[config.mk]
export PLATFORM = sky130hd
export DESIGN_NAME = cia_timer_port_interrupt_block_unit
export DESIGN_NICKNAME = d
export VERILOG_FILES = /design/src/cia_pkg.sv /design/src/cia_exec.sv /design/src/cia_timer_port_interrupt_block_unit.sv
export SDC_FILE = /design/constraint.sdc
export NUM_CORES = 1
export LEC_CHECK = 0
export ABC_AREA = 1
export CORE_MARGIN = 8
export CORE_UTILIZATION = 52
export DETAILED_ROUTE_END_ITERATION = 10
export DONT_BUFFER_PORTS = 1
export PLACE_DENSITY = 0.67
export SYNTH_ARGS = -nofsm -noshare
export SYNTH_HDL_FRONTEND = slang
export SYNTH_SLANG_ARGS = --single-unit
[constraint.sdc]
create_clock -name clock -period 3 [get_ports clock]
set_clock_uncertainty 0.2 [all_clocks]
set_input_delay 0.6 -clock clock [delete_from_list [all_inputs] [get_ports clock]]
set_output_delay 0.6 -clock clock [all_outputs]
set_load 0.005 [all_outputs]
[src/cia_pkg.sv]
// shared types and codes for the timer, port and interrupt block
`default_nettype none

package cia_pkg;

   // command codes of one transaction
   localparam logic [1:0] CMD_TICK  = 2'd0;
   localparam logic [1:0] CMD_READ  = 2'd1;
   localparam logic [1:0] CMD_WRITE = 2'd2;
   localparam logic [1:0] CMD_FLAG  = 2'd3;

   // register map
   localparam logic [3:0] REG_PRA   = 4'h0;
   localparam logic [3:0] REG_PRB   = 4'h1;
   localparam logic [3:0] REG_DDRA  = 4'h2;
   localparam logic [3:0] REG_DDRB  = 4'h3;
   localparam logic [3:0] REG_TALO  = 4'h4;
   localparam logic [3:0] REG_TAHI  = 4'h5;
   localparam logic [3:0] REG_TBLO  = 4'h6;
   localparam logic [3:0] REG_TBHI  = 4'h7;
   localparam logic [3:0] REG_TOD0  = 4'h8;
   localparam logic [3:0] REG_TOD1  = 4'h9;
   localparam logic [3:0] REG_TOD2  = 4'hA;
   localparam logic [3:0] REG_TOD3  = 4'hB;
   localparam logic [3:0] REG_SDR   = 4'hC;
   localparam logic [3:0] REG_ICR   = 4'hD;
   localparam logic [3:0] REG_CRA   = 4'hE;
   localparam logic [3:0] REG_CRB   = 4'hF;

   // control register bits
   localparam int CR_START   = 0;
   localparam int CR_ONESHOT = 3;
   localparam int CR_LOAD    = 4;
   localparam int CR_CHAIN   = 6;

   // interrupt register bits
   localparam int ICR_TA      = 0;
   localparam int ICR_TB      = 1;
   localparam int ICR_FLAG    = 4;
   localparam int ICR_SUMMARY = 7;
   localparam int ICR_SET     = 7;

   localparam logic [15:0] TIMER_RESET = 16'hFFFF;

   typedef struct packed {
      logic [1:0] cmd;
      logic [3:0] reg_addr;
      logic [7:0] write_data;
      logic [7:0] port_a_pins;
      logic [7:0] port_b_pins;
      logic       flag_level;
   } item_type;

   typedef struct packed {
      logic [7:0] read_data;
      logic       irq_line;
      logic [7:0] port_a_out;
      logic [7:0] port_b_out;
   } result_type;

endpackage

`default_nettype wire

[src/cia_exec.sv]
// register file, timers and interrupt logic, one transaction per step
`default_nettype none

module cia_exec (
   input  wire logic                clock,
   input  wire logic                reset,
   input  wire logic                step,
   input  wire cia_pkg::item_type   item,
   output cia_pkg::result_type      result
);

   logic [7:0]  pra_ff, pra_in, prb_ff, prb_in;
   logic [7:0]  ddra_ff, ddra_in, ddrb_ff, ddrb_in;
   logic [15:0] ta_ff, ta_in, tb_ff, tb_in;
   logic [15:0] la_ff, la_in, lb_ff, lb_in;
   logic [7:0]  tod_ff [4];
   logic [7:0]  tod_in [4];
   logic [7:0]  sdr_ff, sdr_in;
   logic [7:0]  flags_ff, flags_in;
   logic [4:0]  mask_ff, mask_in;
   logic [7:0]  cra_ff, cra_in, crb_ff, crb_in;
   logic        flag_prev_ff, flag_prev_in;
   logic [7:0]  rd;

   always_comb begin
      logic ta_under;
      logic tb_en;
      logic tb_under;
      logic [15:0] new_latch;

      pra_in       = pra_ff;
      prb_in       = prb_ff;
      ddra_in      = ddra_ff;
      ddrb_in      = ddrb_ff;
      ta_in        = ta_ff;
      tb_in        = tb_ff;
      la_in        = la_ff;
      lb_in        = lb_ff;
      tod_in       = tod_ff;
      sdr_in       = sdr_ff;
      flags_in     = flags_ff;
      mask_in      = mask_ff;
      cra_in       = cra_ff;
      crb_in       = crb_ff;
      flag_prev_in = flag_prev_ff;
      rd           = 8'd0;
      ta_under     = 1'b0;
      tb_en        = 1'b0;
      tb_under     = 1'b0;
      new_latch    = 16'd0;

      case (item.cmd)
         cia_pkg::CMD_TICK: begin
            if (cra_ff[cia_pkg::CR_START]) begin
               if (ta_ff == 16'd0) begin
                  ta_under = 1'b1;
                  ta_in    = la_ff;
                  if (cra_ff[cia_pkg::CR_ONESHOT]) cra_in[cia_pkg::CR_START] = 1'b0;
               end else begin
                  ta_in = ta_ff - 16'd1;
               end
            end
            // timer b counts either ticks or timer a underflows
            tb_en = crb_ff[cia_pkg::CR_START] &&
                    (crb_ff[cia_pkg::CR_CHAIN] ? ta_under : 1'b1);
            if (tb_en) begin
               if (tb_ff == 16'd0) begin
                  tb_under = 1'b1;
                  tb_in    = lb_ff;
                  if (crb_ff[cia_pkg::CR_ONESHOT]) crb_in[cia_pkg::CR_START] = 1'b0;
               end else begin
                  tb_in = tb_ff - 16'd1;
               end
            end
            flags_in[cia_pkg::ICR_TA] = flags_ff[cia_pkg::ICR_TA] | ta_under;
            flags_in[cia_pkg::ICR_TB] = flags_ff[cia_pkg::ICR_TB] | tb_under;
            if (ta_under || tb_under)
               flags_in[cia_pkg::ICR_SUMMARY] = |(flags_in[4:0] & mask_ff);
         end
         cia_pkg::CMD_READ: begin
            case (item.reg_addr)
               cia_pkg::REG_PRA:  rd = (pra_ff | ~ddra_ff) & item.port_a_pins;
               cia_pkg::REG_PRB:  rd = (prb_ff | ~ddrb_ff) & item.port_b_pins;
               cia_pkg::REG_DDRA: rd = ddra_ff;
               cia_pkg::REG_DDRB: rd = ddrb_ff;
               cia_pkg::REG_TALO: rd = ta_ff[7:0];
               cia_pkg::REG_TAHI: rd = ta_ff[15:8];
               cia_pkg::REG_TBLO: rd = tb_ff[7:0];
               cia_pkg::REG_TBHI: rd = tb_ff[15:8];
               cia_pkg::REG_TOD0, cia_pkg::REG_TOD1,
               cia_pkg::REG_TOD2, cia_pkg::REG_TOD3: rd = tod_ff[item.reg_addr[1:0]];
               cia_pkg::REG_SDR:  rd = sdr_ff;
               cia_pkg::REG_ICR: begin
                  // read clears all flags
                  rd       = flags_ff;
                  flags_in = 8'd0;
               end
               cia_pkg::REG_CRA:  rd = cra_ff;
               default:           rd = crb_ff;
            endcase
         end
         cia_pkg::CMD_WRITE: begin
            case (item.reg_addr)
               cia_pkg::REG_PRA:  pra_in  = item.write_data;
               cia_pkg::REG_PRB:  prb_in  = item.write_data;
               cia_pkg::REG_DDRA: ddra_in = item.write_data;
               cia_pkg::REG_DDRB: ddrb_in = item.write_data;
               cia_pkg::REG_TALO: la_in   = {la_ff[15:8], item.write_data};
               cia_pkg::REG_TAHI: begin
                  new_latch = {item.write_data, la_ff[7:0]};
                  la_in     = new_latch;
                  if (!cra_ff[cia_pkg::CR_START]) ta_in = new_latch;
               end
               cia_pkg::REG_TBLO: lb_in   = {lb_ff[15:8], item.write_data};
               cia_pkg::REG_TBHI: begin
                  new_latch = {item.write_data, lb_ff[7:0]};
                  lb_in     = new_latch;
                  if (!crb_ff[cia_pkg::CR_START]) tb_in = new_latch;
               end
               cia_pkg::REG_TOD0: tod_in[0] = {4'd0, item.write_data[3:0]};
               cia_pkg::REG_TOD1: tod_in[1] = item.write_data;
               cia_pkg::REG_TOD2: tod_in[2] = item.write_data;
               cia_pkg::REG_TOD3: tod_in[3] = item.write_data;
               cia_pkg::REG_SDR:  sdr_in    = item.write_data;
               cia_pkg::REG_ICR: begin
                  // set or clear mask bits, then refresh the summary bit
                  if (item.write_data[cia_pkg::ICR_SET])
                     mask_in = mask_ff | item.write_data[4:0];
                  else
                     mask_in = mask_ff & ~item.write_data[4:0];
                  flags_in[cia_pkg::ICR_SUMMARY] = |(flags_ff[4:0] & mask_in);
               end
               cia_pkg::REG_CRA: begin
                  cra_in                   = item.write_data;
                  cra_in[cia_pkg::CR_LOAD] = 1'b0;
                  if (item.write_data[cia_pkg::CR_LOAD]) ta_in = la_ff;
               end
               default: begin
                  crb_in                   = item.write_data;
                  crb_in[cia_pkg::CR_LOAD] = 1'b0;
                  if (item.write_data[cia_pkg::CR_LOAD]) tb_in = lb_ff;
               end
            endcase
         end
         default: begin
            // falling edge on the flag line
            if (flag_prev_ff && !item.flag_level) begin
               flags_in[cia_pkg::ICR_FLAG]    = 1'b1;
               flags_in[cia_pkg::ICR_SUMMARY] = |(flags_in[4:0] & mask_ff);
            end
            flag_prev_in = item.flag_level;
         end
      endcase
   end

   assign result.read_data  = rd;
   assign result.irq_line   = flags_in[cia_pkg::ICR_SUMMARY];
   assign result.port_a_out = pra_in | ~ddra_in;
   assign result.port_b_out = prb_in | ~ddrb_in;

   always_ff @(posedge clock) begin
      if (reset) begin
         pra_ff       <= 8'd0;
         prb_ff       <= 8'd0;
         ddra_ff      <= 8'd0;
         ddrb_ff      <= 8'd0;
         ta_ff        <= cia_pkg::TIMER_RESET;
         tb_ff        <= cia_pkg::TIMER_RESET;
         la_ff        <= cia_pkg::TIMER_RESET;
         lb_ff        <= cia_pkg::TIMER_RESET;
         tod_ff       <= '{default: 8'd0};
         sdr_ff       <= 8'd0;
         flags_ff     <= 8'd0;
         mask_ff      <= 5'd0;
         cra_ff       <= 8'd0;
         crb_ff       <= 8'd0;
         flag_prev_ff <= 1'b0;
      end else if (step) begin
         pra_ff       <= pra_in;
         prb_ff       <= prb_in;
         ddra_ff      <= ddra_in;
         ddrb_ff      <= ddrb_in;
         ta_ff        <= ta_in;
         tb_ff        <= tb_in;
         la_ff        <= la_in;
         lb_ff        <= lb_in;
         tod_ff       <= tod_in;
         sdr_ff       <= sdr_in;
         flags_ff     <= flags_in;
         mask_ff      <= mask_in;
         cra_ff       <= cra_in;
         crb_ff       <= crb_in;
         flag_prev_ff <= flag_prev_in;
      end
   end

endmodule

`default_nettype wire

[src/cia_timer_port_interrupt_block_unit.sv]
// top level: input register, execute logic and result register
//
//   channel   dir   handshake               payload
//   req_      in    req_valid / req_ready   cmd, reg_addr, write_data, pins, flag_level
//   rsp_      out   rsp_valid / rsp_ready   read_data, irq_line, port_a_out, port_b_out
//
// each transaction passes from acceptance into the input register, then through the
// execute logic into the result register
// a new transaction is taken every cycle while results are not stalled; the state update
// of the execute stage is the only loop
// synchronous reset clears valid flags and execute state; timers, latches go to all ones
// a stalled result holds the input register, further requests wait in place
`default_nettype none

module cia_timer_port_interrupt_block_unit (
   input  wire logic       clock,
   input  wire logic       reset,
   input  wire logic       req_valid,
   output logic            req_ready,
   input  wire logic [1:0] req_cmd,
   input  wire logic [3:0] req_reg_addr,
   input  wire logic [7:0] req_write_data,
   input  wire logic [7:0] req_port_a_pins,
   input  wire logic [7:0] req_port_b_pins,
   input  wire logic       req_flag_level,
   output logic            rsp_valid,
   input  wire logic       rsp_ready,
   output logic [7:0]      rsp_read_data,
   output logic            rsp_irq_line,
   output logic [7:0]      rsp_port_a_out,
   output logic [7:0]      rsp_port_b_out
);

   // input stage holding one transaction
   cia_pkg::item_type   item_ff, item_in;
   logic                in_valid_ff, in_valid_in;
   // result stage
   cia_pkg::result_type result_ff, result_in;
   logic                rsp_valid_ff, rsp_valid_in;
   cia_pkg::result_type exec_result;
   logic                advance;
   logic                req_fire;

   // execute when the result register is free or being emptied
   assign advance   = in_valid_ff && (!rsp_valid_ff || rsp_ready);
   assign req_ready = !in_valid_ff || advance;
   assign req_fire  = req_valid && req_ready;

   always_comb begin
      item_in.cmd         = req_cmd;
      item_in.reg_addr    = req_reg_addr;
      item_in.write_data  = req_write_data;
      item_in.port_a_pins = req_port_a_pins;
      item_in.port_b_pins = req_port_b_pins;
      item_in.flag_level  = req_flag_level;
   end

   assign in_valid_in  = req_fire || (in_valid_ff && !advance);
   assign rsp_valid_in = advance || (rsp_valid_ff && !rsp_ready);
   assign result_in    = exec_result;

   cia_exec u_exec (
      .clock  (clock),
      .reset  (reset),
      .step   (advance),
      .item   (item_ff),
      .result (exec_result)
   );

   // payload registers, no reset needed
   always_ff @(posedge clock) begin
      if (req_fire) item_ff <= item_in;
      if (advance) result_ff <= result_in;
   end

   always_ff @(posedge clock) begin
      if (reset) begin
         in_valid_ff  <= 1'b0;
         rsp_valid_ff <= 1'b0;
      end else begin
         in_valid_ff  <= in_valid_in;
         rsp_valid_ff <= rsp_valid_in;
      end
   end

   assign rsp_valid      = rsp_valid_ff;
   assign rsp_read_data  = result_ff.read_data;
   assign rsp_irq_line   = result_ff.irq_line;
   assign rsp_port_a_out = result_ff.port_a_out;
   assign rsp_port_b_out = result_ff.port_b_out;

`ifndef SYNTHESIS
   // an accepted request sits in the input register next cycle
   a_req_lands: assert property (@(posedge clock) disable iff (reset)
      req_fire |=> in_valid_ff)
      else $error("accepted request not held in input register");

   // an executed transaction always produces a result
   a_exec_result: assert property (@(posedge clock) disable iff (reset)
      advance |=> rsp_valid)
      else $error("executed transaction produced no result");

   // full pipeline with a stalled result must refuse new requests
   a_full_stall: assert property (@(posedge clock) disable iff (reset)
      (in_valid_ff && rsp_valid && !rsp_ready) |-> !req_ready)
      else $error("request taken while pipeline full and stalled");
`endif

endmodule

`default_nettype wire

## After elaboration in Yosys (flattened, before gate mapping)

Index checks and enable logic that the tools add are counted.

- Register bits after elaboration: 214
- Output and inout port bits: 27
- Word-level logic and storage cells: 198

- $add $sub $neg: 2
- Order comparisons: 1
- Equal/unequal tests: 29
- Multiplexer cells: 54
- Bitwise operators: 26
- Reduce and logical (&&, ||, !) cells: 50

Operator list:

| kind | count |
|---|---|
| $pmux W16 S2 | 6 |
| $mux W16 | 8 |
| $pmux W8 S12 | 1 |
| $mux W8 | 11 |
| $logic_not A16 Y1 | 2 |
| $not A8 Y8 | 4 |
| $or A8 B8 Y8 | 4 |
| $sub A16 B1 Y16 const B | 2 |
| $reduce_and A3 Y1 | 10 |
| $eq A4 B4 Y1 const B | 7 |
| $and A5 B5 Y5 | 4 |
| $reduce_and A4 Y1 | 5 |
| $mux W1 | 19 |
| $reduce_and A6 Y1 | 3 |
| $and A8 B8 Y8 | 2 |
| $bmux W8 S2 | 1 |
| $eq A4 B3 Y1 const B | 4 |
| $mux W5 | 3 |
| $ne A3 B3 Y1 const B | 5 |
| $reduce_or A15 Y1 | 1 |
| $reduce_or A5 Y1 | 3 |
| $reduce_or A14 Y1 | 1 |
| $eq A4 B2 Y1 const B | 2 |
| $ne A2 B1 Y1 const B | 4 |
| 23 further kinds | 50 |

## Depth between registers and ports, before layout

Gate-level depths: netlist of the first run.

- Word-level depth: 13
- Gate-level depth with buffers: 14
- Mapped depth without buffers: 14

## By module

From an unflattened synthesis of the first run, not the netlist that was laid out.

- Cells, all modules: 1293
- Area total of the unflattened synthesis: 10060.9 um^2

Modules (own cells, without submodules):

| module | times used | cells an instance | area each (um^2) | seq. area each (um^2) |
|---|---|---|---|---|
| cia_exec | 1 | 1225 | 8287.9 | 3083.0 |
| cia_timer_port_interrupt_block_unit | 1 | 68 | 1773.0 | 1721.7 |

## Worst setup path after synthesis of the first run

Ideal clock, no wire load.

- Kind: input to register
- Start: input port rsp_ready
- End: register result_ff (netlist bit rsp_irq_line), enable pin
- Setup time: 0.399 ns
- Arrival: 1.923 ns
- Required time: 2.401 ns
- Setup slack: 0.478 ns
- Stages on the path: 5
- Path buffers: 1
- Cell sequence: inv_1 > nand2_1 > nand2_2 > inv_2 > buf_1

- Longest elaborated chain between the ends: 2

Ends and longest elaborated chain:

| element | RTL line | text |
|---|---|---|
| from (decl) | cia_timer_port_interrupt_block_unit.sv:27 | `input wire logic rsp_ready,` |
| $logic_or A1 B1 Y1 | cia_timer_port_interrupt_block_unit.sv:45 | `assign advance = in_valid_ff && (!rsp_valid_ff \|\| rsp_ready);` |
| $logic_and A1 B1 Y1 | cia_timer_port_interrupt_block_unit.sv:45 |  |
| net advance | cia_timer_port_interrupt_block_unit.sv:41 | `logic advance;` |
| to (signal assigned) | cia_timer_port_interrupt_block_unit.sv:73 | `if (advance) result_ff <= result_in;` |
| to (decl) | cia_timer_port_interrupt_block_unit.sv:38 | `cia_pkg::result_type result_ff, result_in;` |

The timed path passes the listed nets, and every way through them passes these cells.
A chain may end at the register's enable or synchronous reset.

## Final worst setup path of the first run

- Start: register item_ff[29] in the netlist's numbering
- End: register u_exec.crb_ff[7]

- Longest elaborated chain between the ends: 2

Ends and longest elaborated chain:

| element | RTL line | text |
|---|---|---|
| from (decl) | cia_timer_port_interrupt_block_unit.sv:35 | `cia_pkg::item_type item_ff, item_in;` |
| from (signal assigned) | cia_timer_port_interrupt_block_unit.sv:72 | `if (req_fire) item_ff <= item_in;` |
| $eq A2 B2 Y1 | cia_exec.sv:52 | `case (item.cmd)` |
| $reduce_and A3 Y1 (no line) | -- |  |
| to (signal assigned) | cia_exec.sv:192 | `crb_ff <= crb_in;` |
| to (decl) | cia_exec.sv:21 | `logic [7:0] cra_ff, cra_in, crb_ff, crb_in;` |

Every way passes these cells.

==> metrics.cfg, run 1 <==
[status]
status = finished clean

[pwr]
leakagePower_uw = 0.00472
power_density_nw_per_um2 = 574
worst_ir_drop_vdd_mv = 0.503

[clocking]
clkTransAtPathRegs_ns = 0.07
cts_buffers = 24
clock_latency_ns = 0.53
tritoncts = done
clockRootBuffer = clkbuf_16
clockBufferDepth = 3
post-cts-setup-buffers = 0
clock-sinks = 212
post_cts_resized = 0
htree_levels = 1
postCtsHoldBufs = 33

[yosys]
synthFlopType = dfxtp_1
synth_edf_count = 56
async_flop_share_pct = 0
avgSynthCellArea_sq_um = 8.02
ys_seq_area_share_pct = 47.0
yosysUniqueCellTypes = 50
ys_warn_count = 0
synth_cells = 1274
syn_area_sq_um = 10200
synth_seq_cells = 212
synth_nets = 1312

[route]
wl_met2_um = 14500
ant_nets = 0
routed_via_density = 5.91
dr_wl_met3_um = 3030
routed_wirelength_um = 32700
vias = 9325
wl_per_cell_um = 20.7
drt_pass1_iterations = 5
met1_length_um = 13800
maxUsedRoutingLayer = met4
drt_iter0_drc = 951
drc_errors = 0

[global_routing]
grt_max_degree = 65
gr-total-overflow = 0
track_usage_pct = 26.9
grt_pass1_wl_um = 50800
grt_pass1_vias = 8728
antenna_found_initial = 0

[cells_and_area]
final_cell_mix = nand2_1 (202), o21ai_0 (158), dfxtp_1 (156), inv_1 (153), a21oi_1 (126)
multiInputGateArea_sq_um = 4470
final_common_cell = nand2_1
drive_gt1_share_pct = 8.99
nets = 1333
seq_area_sq_um = 4800
area_growth_pct = 13.2
nFillCells = 1796
antenna_cells = 0

[sta]
fin_ws_ns = 0.302
drv_slew = 0
finalSetupTns_ns = 0
hold_viol = 0
period_minus_slack_ns = 2.70
slew_headroom_pct = 20.0
rsz0062_at_grt = no
worst_pin_slew_ns = 1.20
setup_viol = 0
clock.fmax_ghz = 0.371
finalCritPeriodShare_pct = 89.9

[floorplan]
fp-row-count = 51
core_sq_um = 19400
die_w_um = 156
die-area_sq_um = 24400
die_h_um = 156
start_util_pct = 52.7
ios = 62

[worst_hold_path]
hold_path_class = primary input to flop

[place]
place_hpwl_um = 22700
portBuffers = 0
place_ws_ns = 0.474
gp_congestion = 0.980

[critical_path]
cp-end-kind = flop
crit_arrival_ns = 2.95
cp_slowest_stage_delay_ns = 0.55
cp_max_fo = 28
required_ns = 3.25
cp_cell_sequence = nor2_8 > inv_4 > nor2_8 > inv_4 > nor2_1 > o21ai_0 > a21oi_1
path_class = flop to flop
crit_slowest_cell = nor2_1
start_kind = flop
critPathTopFamily = simple AND/OR/NAND/NOR gates
critPathBufInv = 2

[flow_run]
maxCapViolCount = 0

[per-stage QoR]
step	total power [uW]	area, sq um	cells	util [%]	hold WS, ns
6_report	6640	11600	1578	59.7	0.0224
5_1_grt	6840	11600	1578	59.7	0.00477
4_1_cts	6660	11600	1578	59.7	0.000810
3_5_place_dp	3650	10400	1501	53.8	0.246
3_3_place_gp	3650	10400	1501	53.8	0.239
2_1_floorplan	3490	10200	1274	-	0.225
[synthesized netlist by cell type, drive strengths merged (15+ instances only)]
master / number / area (sq um)
nand3: 37 / 190
o22ai: 25 / 163
dfxtp: 156 / 3120
xor2: 15 / 131
buf: 32 / 193
inv: 164 / 626
a21oi: 127 / 639
o221ai: 17 / 155
clkbuf: 31 / 116
nor2: 95 / 477
edfxtp: 56 / 1680
o211ai: 59 / 472
o21ai: 189 / 946
nand2: 215 / 855
[report_power, final]
part	total (uW)	switching, uW	internal [uW]
Combinational	536	372	164
Clock	2990	1180	1810
Sequential	3120	81.2	3040
Total	6640	1630	5010
[flip-flops by register name, summed over array words and instances (netlist names)]
name,cells
in_valid_ff,1
item_ff,31
rsp_irq_line,1
rsp_port_a_out,8
rsp_port_b_out,8
rsp_read_data,8
rsp_valid,1
u_exec.cra_ff,7
u_exec.crb_ff,7
u_exec.ddra_ff,8
u_exec.ddrb_ff,8
u_exec.flag_prev_ff,1
u_exec.flags_ff,4
u_exec.la_ff,16
u_exec.lb_ff,16
u_exec.mask_ff,3
u_exec.pra_ff,8
u_exec.prb_ff,8
u_exec.sdr_ff,8
u_exec.ta_ff,16
u_exec.tb_ff,16
u_exec.tod_ff,28
[layout make-up]
class                           count  share of cell area [%]
Multi-Input combinational cell    833                    38.6
Clock buffer                       39                    6.56
Inverter                          166                    5.48
Sequential cell                   212                    41.5
Clock inverter                      5                   0.465
Timing Repair Buffer               58                    4.48
Tap cell                          265                    2.87
[cell families (layout without fill, tap and decap cells)]
| family | after synthesis | after routing | synth area share [%] |
|---|---|---|---|
| compound gates | 454 | 454 | 26.2 |
| simple gates | 360 | 360 | 15.8 |
| buf+inv | 229 | 268 | 9.23 |
| flops | 212 | 212 | 47.0 |
| xor+xnor | 16 | 16 | 1.37 |
| fa+ha+maj | 3 | 3 | 0.367 |
[routing by layer]
metal | global-route usage [%] | vias up
li1 | - | 4438
met1 | 37.0 | 4360
met2 | 40.9 | 440
met3 | 4.52 | 87
met4 | 11.6 | 0
met5 | 0 | -
[final timing paths]
check                                       from               end  slack [ns]  depth (start not counted)
worst max-delay path                 item_ff[29]  u_exec.crb_ff[7]        0.30                          7
worst min-delay path                       reset  u_exec.tb_ff[10]        0.02                          2
worst max register to register       item_ff[29]  u_exec.crb_ff[7]        0.30                          7
worst min register to register  u_exec.tod_ff[6]  u_exec.tod_ff[6]        0.25                          2
(Power assumes the default switching activity.)
==> run 2, diff against run 1 <==
- CORE_UTILIZATION: 52 -> 55
- PLACE_DENSITY: 0.67 -> 0.7
- REMOVE_ABC_BUFFERS: default -> 1
==> run 2 against run 1 <==
Via count hardly changed. Global-route usage grew 0.40 points. Final area rose by 0.12%. Maximum frequency grew 6.9%. Worst setup slack improved by 0.18 ns. Clock power rose by 2%. Cell count decreased by 2.1%. Worst hold slack improved by 0.0017 ns. Die area shrank 4.9%. Sequential share of layout area hardly changed. First-iteration DRC count up 23%.
==> metrics.cfg, run 2 (synthesis gave the netlist of run 1 again) <==
[route]
vias = 9323  ; -0.021%
drt_iter0_drc = 1173  ; +23%
wl_per_cell_um = 21.1  ; +1.7%
drc_errors = 0  ; unchanged
ant_nets = 0  ; unchanged
drt_pass1_iterations = 6  ; +1
routed_via_density = 6.03  ; +2.1%
routed_wirelength_um = 32600  ; -0.46%

[global_routing]
grt_pass1_vias = 8622  ; -1.2%
antenna_found_initial = 0  ; unchanged
grt_max_degree = 70  ; +7.7%
gr-total-overflow = 0  ; unchanged
grt_pass1_wl_um = 50400  ; -0.75%
track_usage_pct = 27.3  ; +0.40 points

[critical_path]
required_ns = 3.05  ; -0.20 ns
critPathBufInv = 2  ; unchanged
crit_arrival_ns = 2.58  ; -0.37 ns
path_class = flop to flop
cp_max_fo = 21  ; -25%
cp_cell_sequence = nand2_2 > inv_1 > nand2_2 > inv_1 > a221oi_1 > a41oi_1
start_kind = flop
timing.rr.start = item_ff[26]
cp-end-kind = flop
critPathTopFamily = compound AO/OA/AOI/OAI gates
r2r_slack_ns = 0.48  ; +0.18 ns
crit_slowest_cell = edfxtp_1
r2r-end = rsp_read_data[5]
r2r_cells = 6  ; -1
cp_slowest_stage_delay_ns = 0.51  ; -0.04 ns

[clocking]
htree_levels = 1  ; unchanged
clockBufferDepth = 3  ; unchanged
clkTransAtPathRegs_ns = 0.06  ; about the same
clock_latency_ns = 0.55  ; +0.02 ns
clock-sinks = 212  ; unchanged
post-cts-setup-buffers = 0  ; unchanged
clockRootBuffer = clkbuf_16
cts_buffers = 24  ; unchanged
tritoncts = done

[sta]
rsz0062_at_grt = no
clock.fmax_ghz = 0.396  ; +6.9%
worst_pin_slew_ns = 0.746  ; -0.449 ns
finalSetupTns_ns = 0  ; unchanged
slew_headroom_pct = 50.1  ; +30 points
drv_slew = 0  ; unchanged
finalCritPeriodShare_pct = 84.1  ; -5.8 points
period_minus_slack_ns = 2.52  ; -0.175 ns
setup_viol = 0  ; unchanged
hold_viol = 0  ; unchanged

[cells_and_area]
nets = 1332  ; -0.075%
drive_gt1_share_pct = 8.70  ; -0.29 points
nFillCells = 1573  ; -12%
final_common_cell = nand2_1
antenna_cells = 0  ; unchanged
area_growth_pct = 13.4
reg_top3 = item_ff: 31 flops, u_exec.tod_ff: 28 flops
final_cell_mix = nand2_1 (202), o21ai_0 (158), dfxtp_1 (156), inv_1 (153), a21oi_1 (126)
fin_util_pct = 62.8  ; +3.1 points
top_register = item_ff
largest_reg_flops = 31  ; unchanged

[status]
status = finished clean

[floorplan]
fp-row-count = 50  ; -2.0%
ios = 62  ; unchanged
die-area_sq_um = 23200  ; -4.9%
core_sq_um = 18500  ; -4.9%
start_util_pct = 55.4  ; +2.7 points
die_w_um = 152  ; -2.5%
die_h_um = 152  ; -2.5%

[place]
portBuffers = 0  ; unchanged
gp_congestion = 0.975  ; -0.50%
place_hpwl_um = 21900  ; -3.7%

[pwr]
p_int_uw = 5030  ; +0.23%
power_frac_seq_pct = 46.6  ; -0.3 points
leakagePower_uw = 0.00472  ; about the same
total_power_uw = 6690  ; +0.78%
power_frac_comb_pct = 8.1  ; about the same
swShare_pct = 24.9  ; +0.41 points
worst_ir_drop_vdd_mv = 0.526  ; +4.6%
power_density_nw_per_um2 = 578  ; +0.66%
clockPowerShare_pct = 45.3  ; +0.3 points
netSwitchingPower_uw = 1670  ; +2.5%

[worst_hold_path]
hold_path_end = u_exec.ddrb_ff[5]
hold_path_class = primary input to flop
worstHoldStart = reset
hold_depth = 3  ; +1

[flow_run]
maxCapViolCount = 0  ; unchanged

==> run 2: final cells by class <==
cell class | instances | area [sq um] | share of cell area [%]
well taps | 234 | 293 | 2.53
multi-input cells | 833 | 4470 | 38.6
clock buffers | 34 | 702 | 6.06
flip-flops and latches | 212 | 4800 | 41.5
clock inverters | 9 | 129 | 1.11
inverters | 166 | 634 | 5.48
repair buffers | 57 | 553 | 4.77
==> run 2: worst max-delay path by stage <==
| stage | start | end | slack (ns) | cells past startpoint |
|---|---|---|---|---|
| 2_1_floorplan | reset | u_exec.lb_ff[10] | 0.32 | 2 |
| 3_3_place_gp | u_exec.tb_ff[0] | rsp_irq_line | 0.59 | 11 |
| 3_5_place_dp | item_ff[26] | rsp_read_data[5] | 0.54 | 6 |
| 4_1_cts | item_ff[26] | rsp_read_data[5] | 0.52 | 6 |
| 5_1_grt | u_exec.tb_ff[0] | u_exec.tb_ff[6] | 0.27 | 12 |
| 6_report | item_ff[26] | rsp_read_data[5] | 0.48 | 6 |
==> run 2: worst reg2reg max path: cells and delay by family, from the launching register on <==
kind | cells | cell delay [ns]
buf+inv | 2 | 0.44
flops | 1 | 0.51
simple gates | 2 | 0.46
compound gates | 2 | 0.61
==> run 2: per-layer routing <==
| layer | track usage [%] | wire, um |
|---|---|---|
| met1 | 35.9 | 13800 |
| met3 | 5.96 | 2980 |
| met4 | 12.0 | 1510 |
| met5 | 0 | 0 |
| met2 | 42.3 | 14300 |
==> run 2: timing repair <==
item	in CTS	in global routing
hold buffers	36	0
hold endpoints to repair	54	0
endpoints found under the setup margin	0	0
gates resized for setup	0	0
==> run 2: per-stage QoR <==
step / instance area (sq um) / instances / hold WS, ns / setup slack (ns)
floorplan: 9910 / 1211 / 0.227 / 0.324
global placement: 10400 / 1466 / 0.237 / 0.590
CTS: 11600 / 1545 / 0.000702 / 0.517
finish: 11600 / 1545 / 0.0241 / 0.477
detailed placement: 10400 / 1466 / 0.248 / 0.542
global route: 11600 / 1545 / 0.0142 / 0.269
==> run 2: power by group through the flow <==
| stage | combinational, uW | clock [uW] | sequential [uW] |
|---|---|---|---|
| 3_3_place_gp | 470 | 0 | 3170 |
| 3_5_place_dp | 477 | 0 | 3170 |
| 4_1_cts | 530 | 3070 | 3110 |
| 2_1_floorplan | 309 | 0 | 3150 |
| 6_report | 542 | 3040 | 3120 |
| 5_1_grt | 589 | 3180 | 3120 |
